[src/hw/rtl/bsw_pkg.sv]
// Package for the binary shrink window step: payload structs, register
// indexes and the conditional and unconditional shrink pattern tables.
// No dependencies.
`default_nettype none

package bsw_pkg;

  // Field widths fixed by the payload definition
  localparam int WIN_W   = 25;
  localparam int COORD_W = 12;
  localparam int CFG_W   = 13;

  localparam int COND_COUNT   = 58;
  localparam int UNCOND_COUNT = 37;

  // Input item
  typedef struct packed {
    logic [WIN_W-1:0]   window_bits;
    logic [COORD_W-1:0] center_row;
    logic [COORD_W-1:0] center_col;
  } bsw_in_t;

  // Result item
  typedef struct packed {
    logic new_center;
    logic center_marked;
    logic center_erased;
  } bsw_out_t;

  // Configuration register indexes
  typedef enum logic [0:0] {
    REG_IMAGE_WIDTH  = 1'b0,
    REG_IMAGE_HEIGHT = 1'b1
  } bsw_reg_t;

  // A 3x3 neighborhood is held in reading order: the top left cell is
  // bit 8, the bottom right cell is bit 0, the center is bit 4.
  typedef logic [8:0] bsw_hood_t;

  // Unconditional pattern: cells that must be marked, cells that must not
  // be marked, and the A/B/C group of which at least one must be marked.
  typedef struct packed {
    bsw_hood_t one;
    bsw_hood_t zero;
    bsw_hood_t grp;
  } bsw_uncond_t;

  localparam bsw_hood_t COND_PAT [COND_COUNT] = '{
    9'b001010000, 9'b100010000, 9'b000010100, 9'b000010001,
    9'b000011000, 9'b010010000, 9'b000110000, 9'b000010010,
    9'b001011000, 9'b011010000, 9'b110010000, 9'b100110000,
    9'b000110100, 9'b000010110, 9'b000010011, 9'b000011001,
    9'b001011001, 9'b111010000, 9'b100110100, 9'b000010111,
    9'b110011000, 9'b010011001, 9'b011110000, 9'b001011010,
    9'b011011000, 9'b110110000, 9'b000110110, 9'b000011011,
    9'b110011001, 9'b011110100,
    9'b111011000, 9'b011011001, 9'b111110000, 9'b110110100,
    9'b100110110, 9'b000110111, 9'b000011111, 9'b001011011,
    9'b111011001, 9'b111110100, 9'b100110111, 9'b001011111,
    9'b011011011, 9'b111111000, 9'b110110110, 9'b000111111,
    9'b111011011, 9'b011011111, 9'b111111100, 9'b111111001,
    9'b111110110, 9'b110110111, 9'b100111111, 9'b001111111,
    9'b111011111, 9'b111111101, 9'b111110111, 9'b101111111
  };

  localparam bsw_uncond_t UNCOND_PAT [UNCOND_COUNT] = '{
    // spur
    '{9'b001010000, 9'b110101111, 9'b000000000},
    '{9'b100010000, 9'b011101111, 9'b000000000},
    // single 4-connection
    '{9'b000010010, 9'b111101101, 9'b000000000},
    '{9'b000011000, 9'b111100111, 9'b000000000},
    // L corner
    '{9'b001011000, 9'b110100111, 9'b000000000},
    '{9'b011010000, 9'b100101111, 9'b000000000},
    '{9'b110010000, 9'b001101111, 9'b000000000},
    '{9'b100110000, 9'b011001111, 9'b000000000},
    '{9'b000110100, 9'b111001011, 9'b000000000},
    '{9'b000010110, 9'b111101001, 9'b000000000},
    '{9'b000010011, 9'b111101100, 9'b000000000},
    '{9'b000011001, 9'b111100110, 9'b000000000},
    // offset corners
    '{9'b011110000, 9'b100001111, 9'b000000000},
    '{9'b110011000, 9'b001100111, 9'b000000000},
    '{9'b010011001, 9'b101100110, 9'b000000000},
    '{9'b001011010, 9'b110100101, 9'b000000000},
    // corner cluster with A/B group
    '{9'b001010100, 9'b100100011, 9'b010001000},
    '{9'b100010001, 9'b001001110, 9'b010100000},
    '{9'b001010100, 9'b110001001, 9'b000100010},
    '{9'b100010001, 9'b011100100, 9'b000001010},
    // 2x2 block
    '{9'b110110000, 9'b000000000, 9'b000000000},
    // tee branch
    '{9'b010111000, 9'b001000011, 9'b000000000},
    '{9'b010111000, 9'b100000110, 9'b000000000},
    '{9'b000111010, 9'b110000100, 9'b000000000},
    '{9'b000111010, 9'b011000001, 9'b000000000},
    '{9'b010110010, 9'b000001101, 9'b000000000},
    '{9'b010110010, 9'b101001000, 9'b000000000},
    '{9'b010011010, 9'b101100000, 9'b000000000},
    '{9'b010011010, 9'b000100101, 9'b000000000},
    // vee branch with A/B/C group
    '{9'b101010000, 9'b000000000, 9'b000000111},
    '{9'b100010100, 9'b000000000, 9'b001001001},
    '{9'b000010101, 9'b000000000, 9'b111000000},
    '{9'b001010001, 9'b000000000, 9'b100100100},
    // diagonal branch
    '{9'b010011100, 9'b001100010, 9'b000000000},
    '{9'b010110001, 9'b100001010, 9'b000000000},
    '{9'b001110010, 9'b010001100, 9'b000000000},
    '{9'b100011010, 9'b010100001, 9'b000000000}
  };

  // Exact match of a neighborhood against the conditional shrink table
  function automatic logic cond_hit(input bsw_hood_t hood);
    logic hit;
    hit = 1'b0;
    for (int k = 0; k < COND_COUNT; k++) begin
      if (hood == COND_PAT[k]) hit = 1'b1;
    end
    return hit;
  endfunction

  // Match of a mark neighborhood against the unconditional table
  function automatic logic uncond_hit(input bsw_hood_t marks);
    logic hit;
    hit = 1'b0;
    for (int k = 0; k < UNCOND_COUNT; k++) begin
      if (((marks & UNCOND_PAT[k].one) == UNCOND_PAT[k].one) &&
          ((marks & UNCOND_PAT[k].zero) == '0) &&
          ((UNCOND_PAT[k].grp == '0) || ((marks & UNCOND_PAT[k].grp) != '0)))
        hit = 1'b1;
    end
    return hit;
  endfunction

endpackage

`default_nettype wire

[src/hw/rtl/binary_shrink_window_step.sv]
// Top level of the binary shrink window step: input register, pattern
// matching logic and result register. Depends on bsw_pkg.
//
// Usage:
//   in_*   : one 5x5 binary window per transfer, with the row and column of its
//            center pixel. A transfer happens when in_valid and in_ready are high.
//   out_*  : one result per input window: the center after this shrink pass,
//            whether it was conditionally marked, and whether it was erased.
//   cfg_*  : writes image_width (index 0) and image_height (index 1); values
//            above MAX_SIDE are held as MAX_SIDE. cfg_ready is always high.
//            Write only while no window is in flight.
// Path: an input window is held in the input register, then in the result
//   register, which drives out_valid. Throughput: one window per cycle while
//   results are taken without stall; the 9 conditional matches and the
//   unconditional match are parallel table logic between the two registers.
// Reset: both stages empty, width 640 and height 480.
// Stall: when out_ready is low the result register holds; the input register
//   still takes one more window, after which in_ready drops until the
//   result is taken.
`default_nettype none

module binary_shrink_window_step #(
  parameter int MAX_SIDE = 4096
) (
  input  wire               clk,
  input  wire               rst_n,
  // input window channel
  input  wire               in_valid,
  output logic              in_ready,
  input  bsw_pkg::bsw_in_t  in_data,
  // result channel
  output logic              out_valid,
  input  wire               out_ready,
  output bsw_pkg::bsw_out_t out_data,
  // configuration write channel
  input  wire               cfg_valid,
  output logic              cfg_ready,
  input  bsw_pkg::bsw_reg_t cfg_index,
  input  wire [bsw_pkg::CFG_W-1:0] cfg_data
);

  localparam int SIDE_W  = $clog2(MAX_SIDE + 1);
  localparam int LIM_W   = (SIDE_W > bsw_pkg::CFG_W) ? SIDE_W : bsw_pkg::CFG_W;
  localparam int CMP_W   = ((SIDE_W > bsw_pkg::COORD_W) ? SIDE_W : bsw_pkg::COORD_W) + 2;
  localparam int RST_WID = (640 > MAX_SIDE) ? MAX_SIDE : 640;
  localparam int RST_HGT = (480 > MAX_SIDE) ? MAX_SIDE : 480;

  logic [SIDE_W-1:0] width_r;
  logic [SIDE_W-1:0] height_r;
  logic [LIM_W-1:0]  cfg_ext;
  logic [SIDE_W-1:0] cfg_clamped;

  bsw_pkg::bsw_in_t  s1_data_r;
  logic              s1_valid_r;
  logic              s1_adv;
  bsw_pkg::bsw_out_t out_data_r;
  bsw_pkg::bsw_out_t out_data_nxt;
  logic              out_valid_r;

  logic [2:0]         row_ok;
  logic [2:0]         col_ok;
  bsw_pkg::bsw_hood_t marks;
  bsw_pkg::bsw_hood_t hood;
  logic               center;
  logic               marked;
  logic               erased;

  // Clamp configuration data to the largest supported side
  assign cfg_ready   = 1'b1;
  assign cfg_ext     = LIM_W'(cfg_data);
  assign cfg_clamped = (cfg_ext > LIM_W'(MAX_SIDE)) ? SIDE_W'(MAX_SIDE)
                                                   : SIDE_W'(cfg_ext);

  always_ff @(posedge clk) begin
    if (!rst_n) begin
      width_r  <= SIDE_W'(RST_WID);
      height_r <= SIDE_W'(RST_HGT);
    end else if (cfg_valid && cfg_ready) begin
      case (cfg_index)
        bsw_pkg::REG_IMAGE_WIDTH:  width_r  <= cfg_clamped;
        bsw_pkg::REG_IMAGE_HEIGHT: height_r <= cfg_clamped;
        default: ;
      endcase
    end
  end

  // Advance the input stage whenever the result register is free or drains
  assign s1_adv    = !out_valid_r || out_ready;
  assign in_ready  = !s1_valid_r || s1_adv;
  assign out_valid = out_valid_r;
  assign out_data  = out_data_r;

  always_ff @(posedge clk) begin
    if (!rst_n) begin
      s1_valid_r <= 1'b0;
    end else if (in_ready) begin
      s1_valid_r <= in_valid;
    end
  end

  always_ff @(posedge clk) begin
    if (in_valid && in_ready) begin
      s1_data_r <= in_data;
    end
  end

  // Interior test for the three rows and columns around the center:
  // position p = base + a - 1 is interior when p >= 1 and p + 2 <= side
  always_comb begin
    for (int a = 0; a < 3; a++) begin
      row_ok[a] = ((CMP_W'(s1_data_r.center_row) + CMP_W'(a)) >= CMP_W'(2)) &&
                  ((CMP_W'(s1_data_r.center_row) + CMP_W'(a) + CMP_W'(1)) <=
                   CMP_W'(height_r));
      col_ok[a] = ((CMP_W'(s1_data_r.center_col) + CMP_W'(a)) >= CMP_W'(2)) &&
                  ((CMP_W'(s1_data_r.center_col) + CMP_W'(a) + CMP_W'(1)) <=
                   CMP_W'(width_r));
    end
  end

  // Conditional mark for each of the nine pixels around the center
  always_comb begin
    marks = '0;
    hood  = '0;
    for (int dr = 0; dr < 3; dr++) begin
      for (int dc = 0; dc < 3; dc++) begin
        for (int a = 0; a < 3; a++) begin
          for (int b = 0; b < 3; b++) begin
            hood[8 - (3 * a + b)] = s1_data_r.window_bits[5 * (dr + a) + (dc + b)];
          end
        end
        marks[8 - (3 * dr + dc)] = row_ok[dr] && col_ok[dc] && bsw_pkg::cond_hit(hood);
      end
    end
  end

  // Erase a marked center unless its marks hit an unconditional pattern
  assign center = s1_data_r.window_bits[12];
  assign marked = marks[4];
  assign erased = marked && !bsw_pkg::uncond_hit(marks);

  always_comb begin
    out_data_nxt.new_center    = center && !erased;
    out_data_nxt.center_marked = marked;
    out_data_nxt.center_erased = erased;
  end

  // Result register: load on advance, drop once transferred
  always_ff @(posedge clk) begin
    if (!rst_n) begin
      out_valid_r <= 1'b0;
    end else if (s1_adv) begin
      out_valid_r <= s1_valid_r;
    end
  end

  always_ff @(posedge clk) begin
    if (s1_adv && s1_valid_r) begin
      out_data_r <= out_data_nxt;
    end
  end

  // An erased center was marked and leaves background behind
  a_erase_marked : assert property (@(posedge clk) disable iff (!rst_n)
    out_valid_r |-> (!out_data_r.center_erased ||
                     (out_data_r.center_marked && !out_data_r.new_center)))
    else $error("erased center without mark or still foreground");

  // Only a foreground center can be marked
  a_mark_fg : assert property (@(posedge clk) disable iff (!rst_n)
    (s1_valid_r && s1_adv) |=>
      (!out_data_r.center_marked || $past(s1_data_r.window_bits[12])))
    else $error("background center was marked");

  // Side registers never exceed the supported maximum
  a_side_max : assert property (@(posedge clk) disable iff (!rst_n)
    (LIM_W'(width_r) <= LIM_W'(MAX_SIDE)) && (LIM_W'(height_r) <= LIM_W'(MAX_SIDE)))
    else $error("side register above MAX_SIDE");

  // Input back-pressure only with both stages full and the output stalled
  a_ready_low : assert property (@(posedge clk) disable iff (!rst_n)
    !in_ready |-> (s1_valid_r && out_valid_r && !out_ready))
    else $error("in_ready low without a full stalled pipeline");

endmodule

`default_nettype wire
[config.mk]
export PLATFORM = sky130hd
export DESIGN_NAME = binary_shrink_window_step
export DESIGN_NICKNAME = d
export VERILOG_FILES = /design/src/hw/rtl/bsw_pkg.sv /design/src/hw/rtl/binary_shrink_window_step.sv
export SDC_FILE = /design/constraint.sdc
export NUM_CORES = 1
export LEC_CHECK = 0
export ABC_AREA = 1
export BUFFER_PORTS_ARGS = -buffer_cell sky130_fd_sc_hd__buf_2
export CAP_MARGIN = 20
export CORE_ASPECT_RATIO = 1.4
export CORE_MARGIN = 2
export CORE_UTILIZATION = 48
export DETAILED_ROUTE_END_ITERATION = 10
export GPL_TIMING_DRIVEN = 0
export PLACE_DENSITY = 0.69
export SYNTH_ARGS = -nofsm -noshare
export SYNTH_HDL_FRONTEND = slang
export SYNTH_SLANG_ARGS = --single-unit
[constraint.sdc]
create_clock -name clk -period 4.95 [get_ports clk]
set_clock_uncertainty 0.15 [all_clocks]
set_input_delay 0.7425 -clock clk [delete_from_list [all_inputs] [get_ports clk]]
set_output_delay 0.7425 -clock clk [all_outputs]
set_load 0.01 [all_outputs]
==> After elaboration in Yosys (flattened, before gate mapping) <==
Index checks and enable logic that the tools add are counted.
{ "totals": {"reg_bits": 80, "input_bits": 68, "out_inout_bits": 6, "wordCells": 1261} }
{ "op_classes": {"n_lt_le_gt_ge": 13, "bitwise_logic": 1, "add_sub_neg": 8, "n_mux": 560, "reduce_logical": 116, "n_eq_ne": 553} }
{ "op_table": {"columns": ["cell", "count"], "rows": [
  ["equality test 9 bit (second input constant)", 243],
  ["equality test 9 x 5 -> 1 bit (second input constant)", 90],
  ["equality test 9 x 8 -> 1 bit (second input constant)", 81],
  ["equality test 9 x 7 -> 1 bit (second input constant)", 63],
  ["2-to-1 mux 1 bit", 559],
  ["equality test 9 x 6 -> 1 bit (second input constant)", 45],
  ["zero test 9 bit", 32],
  ["nonzero test 9 bit", 8],
  ["logical AND 1 bit", 68],
  [">= comparator 15 x 2 -> 1 bit (second input constant)", 4],
  ["adder 13 x 1 -> 14 bit (second input constant)", 4],
  ["<= comparator 14 x 13 -> 1 bit", 4],
  ["equality test 4 bit (second input constant)", 13],
  ["equality test 3 bit (second input constant)", 14],
  ["<= comparator 15 x 13 -> 1 bit", 2],
  ["adder 12 x 1 -> 13 bit (second input constant)", 2],
  ["adder 12 x 2 -> 13 bit (second input constant)", 2],
  [">= comparator 12 x 2 -> 1 bit (second input constant)", 2],
  ["> comparator 13 bit (second input constant)", 1],
  ["2-to-1 mux 13 bit", 1],
  ["equality test 2 bit (second input constant)", 4],
  ["zero test 1 bit", 4],
  ["AND reduction 2 bit", 2],
  ["logical OR 1 bit", 2],
  ["NOT 1 bit", 1]
]} }

==> Depth between registers and ports, before layout <==
Gate-level depths: netlist (run 1).
{ "depth": {"word_depth": 103, "mapped_depth": 39, "depth_no_buf": 39} }

==> Worst setup path before layout (run 1) <==
No wires, ideal clock.
{ "synth_path": {"path_type": "reg2reg", "startpoint": "register s1_data_r[1] (netlist name)", "endpoint": "register out_data_r (netlist bit out_data[2]), data pin", "slack_ns": 0.817, "arrival_time_ns": 3.734, "setup_ns": 0.249, "n_path_buf": 1, "t_required_ns": 4.551, "period_less_slack_ns": 4.133, "stages_incl_launch_ff": 35, "cell_sequence": "edfxtp_1 > ha_1 > buf_2 > nand2_1 > inv_1 > nor2_1 > and3_1 > nand3_1 > nor2_1 > nand2_1 > nor3_1 > nand3_1 > xor2_1 > ha_1 > nand2_1 > nor2_1 > and2_1 > nand2_1 > nand2_1 > nand2_1 > nand2_2 > nor2_1 > nand2_2 > nand2_2 > inv_1 > nand2_1 > nand2_1 > nand2_1 > nand2_1 > inv_1 > nand2_1 > nor2_1 > nand3_1 > nand2_1 > inv_1"} }
{ "synth_rtl": {"columns": ["element", "line", "text"], "rows": [
  ["start, declared", "binary_shrink_window_step.sv:53", "bsw_pkg::bsw_in_t s1_data_r;"],
  ["start signal, assigned", "binary_shrink_window_step.sv:103", "s1_data_r <= in_data;"],
  ["end signal, assigned", "binary_shrink_window_step.sv:158", "out_data_r <= out_data_nxt;"],
  ["end, declared", "binary_shrink_window_step.sv:56", "bsw_pkg::bsw_out_t out_data_r;"]
]} }

==> results.toml, run 1 <==
[timing]
post-route-period-util_pct = 95.82
holdWs_ns = 0.3312
max_freq_mhz = 210.8
slew_headroom_pct = 54.94
finalHoldViolCount = 0
fin_crit_ns = 4.743
slew_violations = 0
final.setup.worst_slack_ns = 0.2069
setup_viol = 0
worstMarginPinSlew_ns = 0.6734

[global_route]
grt_pass1_wl_um = 56900
grt_max_degree = 41
overflow = 0
grt_antenna_before_repair = 0
grt_pass1_vias = 12000
grtUsageTotal_pct = 29.05

[drt]
ant_nets = 0
drt_iter0_drc = 959
drt_first_pass_iters = 6
routedWlPerCell_um = 15.34
vias_per_cell = 5.426
drc = 0
dr_total_vias = 12730
wl_um = 35990

[placement]
place_area_um2 = 11820
dp_slack_ns = -0.3255
io_buffers = 72
hpwl_um = 28340
gp_congestion = 0.9838

[yosys]
yosys.area.top_type = "nand2_1"
synth-seq-cells = 80
synth.cell_area_um2 = 11060
synth-edff-count = 52
synth_fp_nets = 2091
synth_most_common_cell = "nand2_1"
synth_top_area_share_pct = 20.53
async_flop_share_pct = 0
synthTopCellsByCount = "605 x nand2_1, 307 x nor2_1, 246 x inv_1"
yosys.cell_types.count = 47
synth_flop_cell = "edfxtp_1"
synthCells = 1932
syn_avg_cell_area_um2 = 5.726
ys_warn_count = 0
yosys-top-cells-area = "nand2_1 21%, edfxtp_1 14%, nor2_1 10%, ha_1 10%, nand3_1 8.4%"
synth-seq-area-share_pct = 19.18

[cts]
clock_latency_ns = 0.37
cts.sinks = 80
postCtsHoldBufs = 0
cts.clk_slew.worst_paths_ns = 0.08
clock_path_buffers = 2
cts_root_buffer = "clkbuf_16"
ctsHtreeMaxLevel = 3
cts_buffers = 9
cts_tree = "yes"

[floorplanning]
start_util_pct = 48.93
die_x_um = 132.3
io_pins = 74
core.rowCount = 65
dieArea_um2 = 24300
core_um2 = 22610
die_h_um = 183.6

[pwr]
ir_drop_uv = 206.1
total_power_mw = 2.445
p_leak_nw = 6.592
p_per_area_nw_per_um2 = 194.2

[cells_and_area]
final_util_pct = 55.67
n_fill_cell = 2409
nNetsFinal = 2200
drive_above_1_share_pct = 12.37
antenna_cells = 0
final_area_um2 = 12590
area_growth_pct = 13.76

[setup_path]
cp_max_fo = 9
critical_path_class = "reg2reg"
cp-startpoint = "s1_data_r[1]$_DFFE_PP_"
end_kind = "register"
r2r_start = "s1_data_r[1]$_DFFE_PP_"
cp.arrival_ns = 4.72
cp-start-kind = "register"
max_stage_delay_ns = 0.46
worstPathRequired_ns = 4.93
crit_top_cell = "nand2_1"
slowest_stage = "edfxtp_1"

[worst_hold_path]
hold_start = "height_r[8]$_SDFFE_PN1P_"
hold_class = "reg2reg"

[job]
cap_violations = 0

[status]
status = "finished, final reports clean"
==> path summary, 6_finish.rpt <==
check	depth (start not counted)	slack [ns]	endpoint
max	32	0.21	out_data[2]$_DFFE_PP_
min	2	0.33	height_r[8]$_SDFFE_PN1P_
max reg2reg	32	0.21	out_data[2]$_DFFE_PP_
min reg2reg	2	0.33	height_r[8]$_SDFFE_PN1P_
==> logic make-up (layout without fill, tap and decap cells) <==
| logic type | count (synthesis) | after routing | share of synthesized area (%) |
|---|---|---|---|
| other | 1 | 1 | 0.03390 |
| AO/OA/AOI/OAI | 200 | 200 | 9.591 |
| AND/OR/NAND/NOR | 1219 | 1220 | 46.77 |
| buffers and inverters | 304 | 417 | 11.00 |
| adder cells (fa/ha/maj) | 91 | 91 | 10.29 |
| XOR/XNOR | 37 | 37 | 3.133 |
| flip-flops | 80 | 80 | 19.18 |
==> layer usage <==
layer  GRT usage, %  share of wire (%)
met1          31.13                 38
met2          54.33                 51
met3          3.667                5.4
met4          17.29                5.7
met5              0                  0
==> placed cells by master (no fill, tap or decap), types with 28 or more instances in the layout <==
master / count
a21oi_1: 85
buf_2: 97
buf_4: 33
dfxtp_1: 28
edfxtp_1: 52
ha_1: 86
inv_1: 242
nand2_1: 599
nand3_1: 181
nand4_1: 36
nor2_1: 296
o21ai_0: 82
==> power by group <==
part	switching [mW]	internal, mW
Clock	0.343	0.414
Combinational	0.603	0.297
Sequential	0.0325	0.755
Total	0.979	1.47
==> registers in the layout, summed over array words and instances (netlist names) <==
register    cells
s1_data_r      40
hood            8
height_r       13
out_data        3
s1_valid_r      1
width_r        13
out_valid       1
center          1
==> worst max-delay path: cells and delay by family, from the launching register on <==
family | cells | cell delay, ns
xor gates and xnor gates | 1 | 0.17
AOI/OAI and AO/OA | 1 | 0.18
DFF | 1 | 0.46
buffers and inverters | 4 | 0.41
adders and majority gates | 2 | 0.54
and+or+nand+nor | 24 | 2.59
==> per-stage QoR <==
step                cells  TNS, ns
floorplan            1932        0
global placement     2305  -0.3706
detailed placement   2306  -0.5369
CTS                  2324        0
global route         2347  -0.1008
finish               2347        0
==> timing repair <==
action                     CTS  global route
pin swaps                    0            13
gates cloned                 0             1
resized for setup            4            58
setup buffers                2            22
setup endpoints to repair    2             2
==> layout make-up <==
| cell class | instances | area [µm²] | area share, % |
|---|---|---|---|
| clock buffer | 11 | 275.3 | 2.187 |
| multi-input combinational | 1549 | 7973 | 63.35 |
| clock inverter | 5 | 48.80 | 0.3877 |
| tap | 301 | 376.6 | 2.992 |
| timing repair buffer | 97 | 560.5 | 4.454 |
| inverter | 260 | 979.7 | 7.784 |
| buffer | 44 | 250.2 | 1.988 |
| sequential | 80 | 2122 | 16.86 |
Power figures use the tool's default switching activity.
==> run 2, diff against run 1 <==
- PLACE_DENSITY: 0.69 -> default
- PLACE_DENSITY_LB_ADDON: default -> 0.25
==> results.toml, run 2 (same netlist as run 1, synthesis figures left out) <==
[status]
status = "finished, final reports clean"

[drt]
vias_per_cell = 5.463
drt_iter0_drc = 880
drt_first_pass_iters = 6
wl_met2_um = 17700
drc = 0
wl_met1_um = 13580
wl_um = 35230
ant_nets = 0
wl_met3_um = 1721
highest_layer = "met4"
routedWlPerCell_um = 15.11
dr_total_vias = 12740

[timing]
rsz0062_at_grt = "true"
setup_viol = 0
fin_tns_setup_ns = 0
post-route-period-util_pct = 93.87
slew_headroom_pct = 48.23
finalHoldViolCount = 0
max_freq_mhz = 215.2
worstMarginPinSlew_ns = 0.7765
holdWs_ns = 0.3257
slew_violations = 0
fin_crit_ns = 4.646

[pwr]
p_leak_nw = 6.517
clockPowerShare_pct = 31.0
p_sw_mw = 0.9636
pwr-share-seq_pct = 32.5
ir_drop_uv = 172.6
swShare_pct = 39.90
p_per_area_nw_per_um2 = 194.5
p_comb_share_pct = 36.4
intPower_mw = 1.451

[cells_and_area]
drive_above_1_share_pct = 11.47
largest_registers = "s1_data_r x40, height_r x13, width_r x13"
antenna_cells = 0
final_util_pct = 54.92
largest_reg_flops = 40
mostFrequentLayoutCells = "599 x nand2_1, 297 x nor2_1, 242 x inv_1, 182 x nand3_1, 97 x buf_2"
nNetsFinal = 2185
area_growth_pct = 12.24
largest-register = "s1_data_r"
mostFrequentLayoutCell = "nand2_1"

[worst_hold_path]
hold_class = "reg2reg"
hold_path_end = "height_r[8]$_SDFFE_PN1P_"
min_path_cells = 2
hold_start = "height_r[8]$_SDFFE_PN1P_"

[cts]
cts.clk_slew.worst_paths_ns = 0.08
cts_tree = "yes"
clock_path_buffers = 2
ctsHtreeMaxLevel = 3
cts_root_buffer = "clkbuf_16"
cts.sinks = 80
clock_latency_ns = 0.38
cts_buffers = 9
postCtsHoldBufs = 0

[setup_path]
cp.arrival_ns = 4.62
cp-start-kind = "register"
cp_max_fo = 10
rrSetupSlack_ns = 0.30
critical_path_class = "reg2reg"
end_kind = "register"
worstPathRequired_ns = 4.93
rr_endpoint = "out_data[0]$_DFFE_PP_"
r2r_cells = 27
r2r_start = "s1_data_r[0]$_DFFE_PP_"

[global_route]
overflow = 0
grt_pass1_wl_um = 56340
grtUsageTotal_pct = 28.60
grt_antenna_before_repair = 0
grt_pass1_vias = 12100
grt_max_degree = 28

[floorplanning]
start_util_pct = 48.93
io_pins = 74
core_um2 = 22610
core.rowCount = 65
dieArea_um2 = 24300
die_x_um = 132.3
die_h_um = 183.6

[placement]
hpwl_um = 27860
io_buffers = 72
gp_congestion = 0.9972

[job]
cap_violations = 0
## run 2: cell types whose count changed in the layout (fill, tap and decap cells not counted), moves of 2 or more
| cell | change |
|---|---|
| buf_4 | -15 |
| ha_1 | +3 |
| ha_2 | -2 |
| nand2_2 | +2 |
| nand2_4 | -2 |
| nor2_4 | -2 |
## run 2: final cells by class
class	instances	area [µm²]
flip-flops and latches	80	2122
fillers	2393	10190
inverters	260	979.7
clock buffers	11	275.3
repair buffers	82	447.9
multi-input cells	1549	7920
well taps	301	376.6
clock inverters	5	48.80
plain buffers	44	246.5
## run 2: worst max-delay path by stage
stage / startpoint / slack [ns] / end
2_1_floorplan: s1_data_r[1]$_DFFE_PP_ / 0.82 / out_data[2]$_DFFE_PP_
3_3_place_gp: s1_data_r[13]$_DFFE_PP_ / -0.32 / out_data[2]$_DFFE_PP_
3_5_place_dp: s1_data_r[13]$_DFFE_PP_ / -0.26 / out_data[2]$_DFFE_PP_
4_1_cts: s1_data_r[12]$_DFFE_PP_ / 0.03 / out_data[2]$_DFFE_PP_
5_1_grt: s1_data_r[14]$_DFFE_PP_ / -0.05 / out_data[2]$_DFFE_PP_
6_report: s1_data_r[0]$_DFFE_PP_ / 0.30 / out_data[0]$_DFFE_PP_
## run 2: power groups by stage
stage                     Sequential, mW  Combinational [mW]  Clock, mW
after CTS                          0.786               0.830      0.764
after detailed placement           0.801               0.822          0
after floorplan                    0.793               0.600          0
final                              0.786               0.879      0.750
after global routing               0.791               0.987      0.788
after global placement             0.803               0.804          0
## run 2: per-stage QoR
step           worst slack [ns]  power, mW  instance area [µm²]  cells
2_1_floorplan            0.8173      1.393                11060   1932
3_3_place_gp            -0.3153      1.606                11800   2305
3_5_place_dp            -0.2642      1.624                11820   2306
4_1_cts                 0.02518      2.381                12160   2323
5_1_grt                -0.05406      2.566                12420   2332
6_report                 0.3036      2.415                12420   2332
## run 2: what timing repair did
action,in CTS,in global routing
gates cloned,0,1
endpoints found under the setup margin,2,2
pin swaps,1,9
resized for setup,3,46
buffers inserted,1,8
## run 2: worst max-delay path: stages (launching register included)
cell and delay [ns]:
edfxtp_1 0.41, clkbuf_4 0.24, inv_2 0.09, ha_1 0.35, inv_1 0.13, nand3_1 0.12, nor2_1 0.17, nand4_1 0.16
nor3_2 0.25, xor2_1 0.10, ha_1 0.30, nand2_1 0.08, nor2_1 0.18, nand4_1 0.12, nor3b_2 0.20, a21oi_2 0.08
inv_1 0.12, nand2_2 0.11, nor2_4 0.17, nand2_2 0.12, nor2_1 0.16, nand2_1 0.06, nor2_1 0.16, nor2_1 0.07
nand2_1 0.08, nor2_2 0.05, nand3_2 0.11, inv_1 0.05
## run 2: per-layer routing
layer | global-route usage [%] | up-vias
met5 | 0 | -
met2 | 53.71 | 495
met4 | 18.06 | 0
li1 | - | 6394
met1 | 30.10 | 5688
met3 | 3.529 | 162
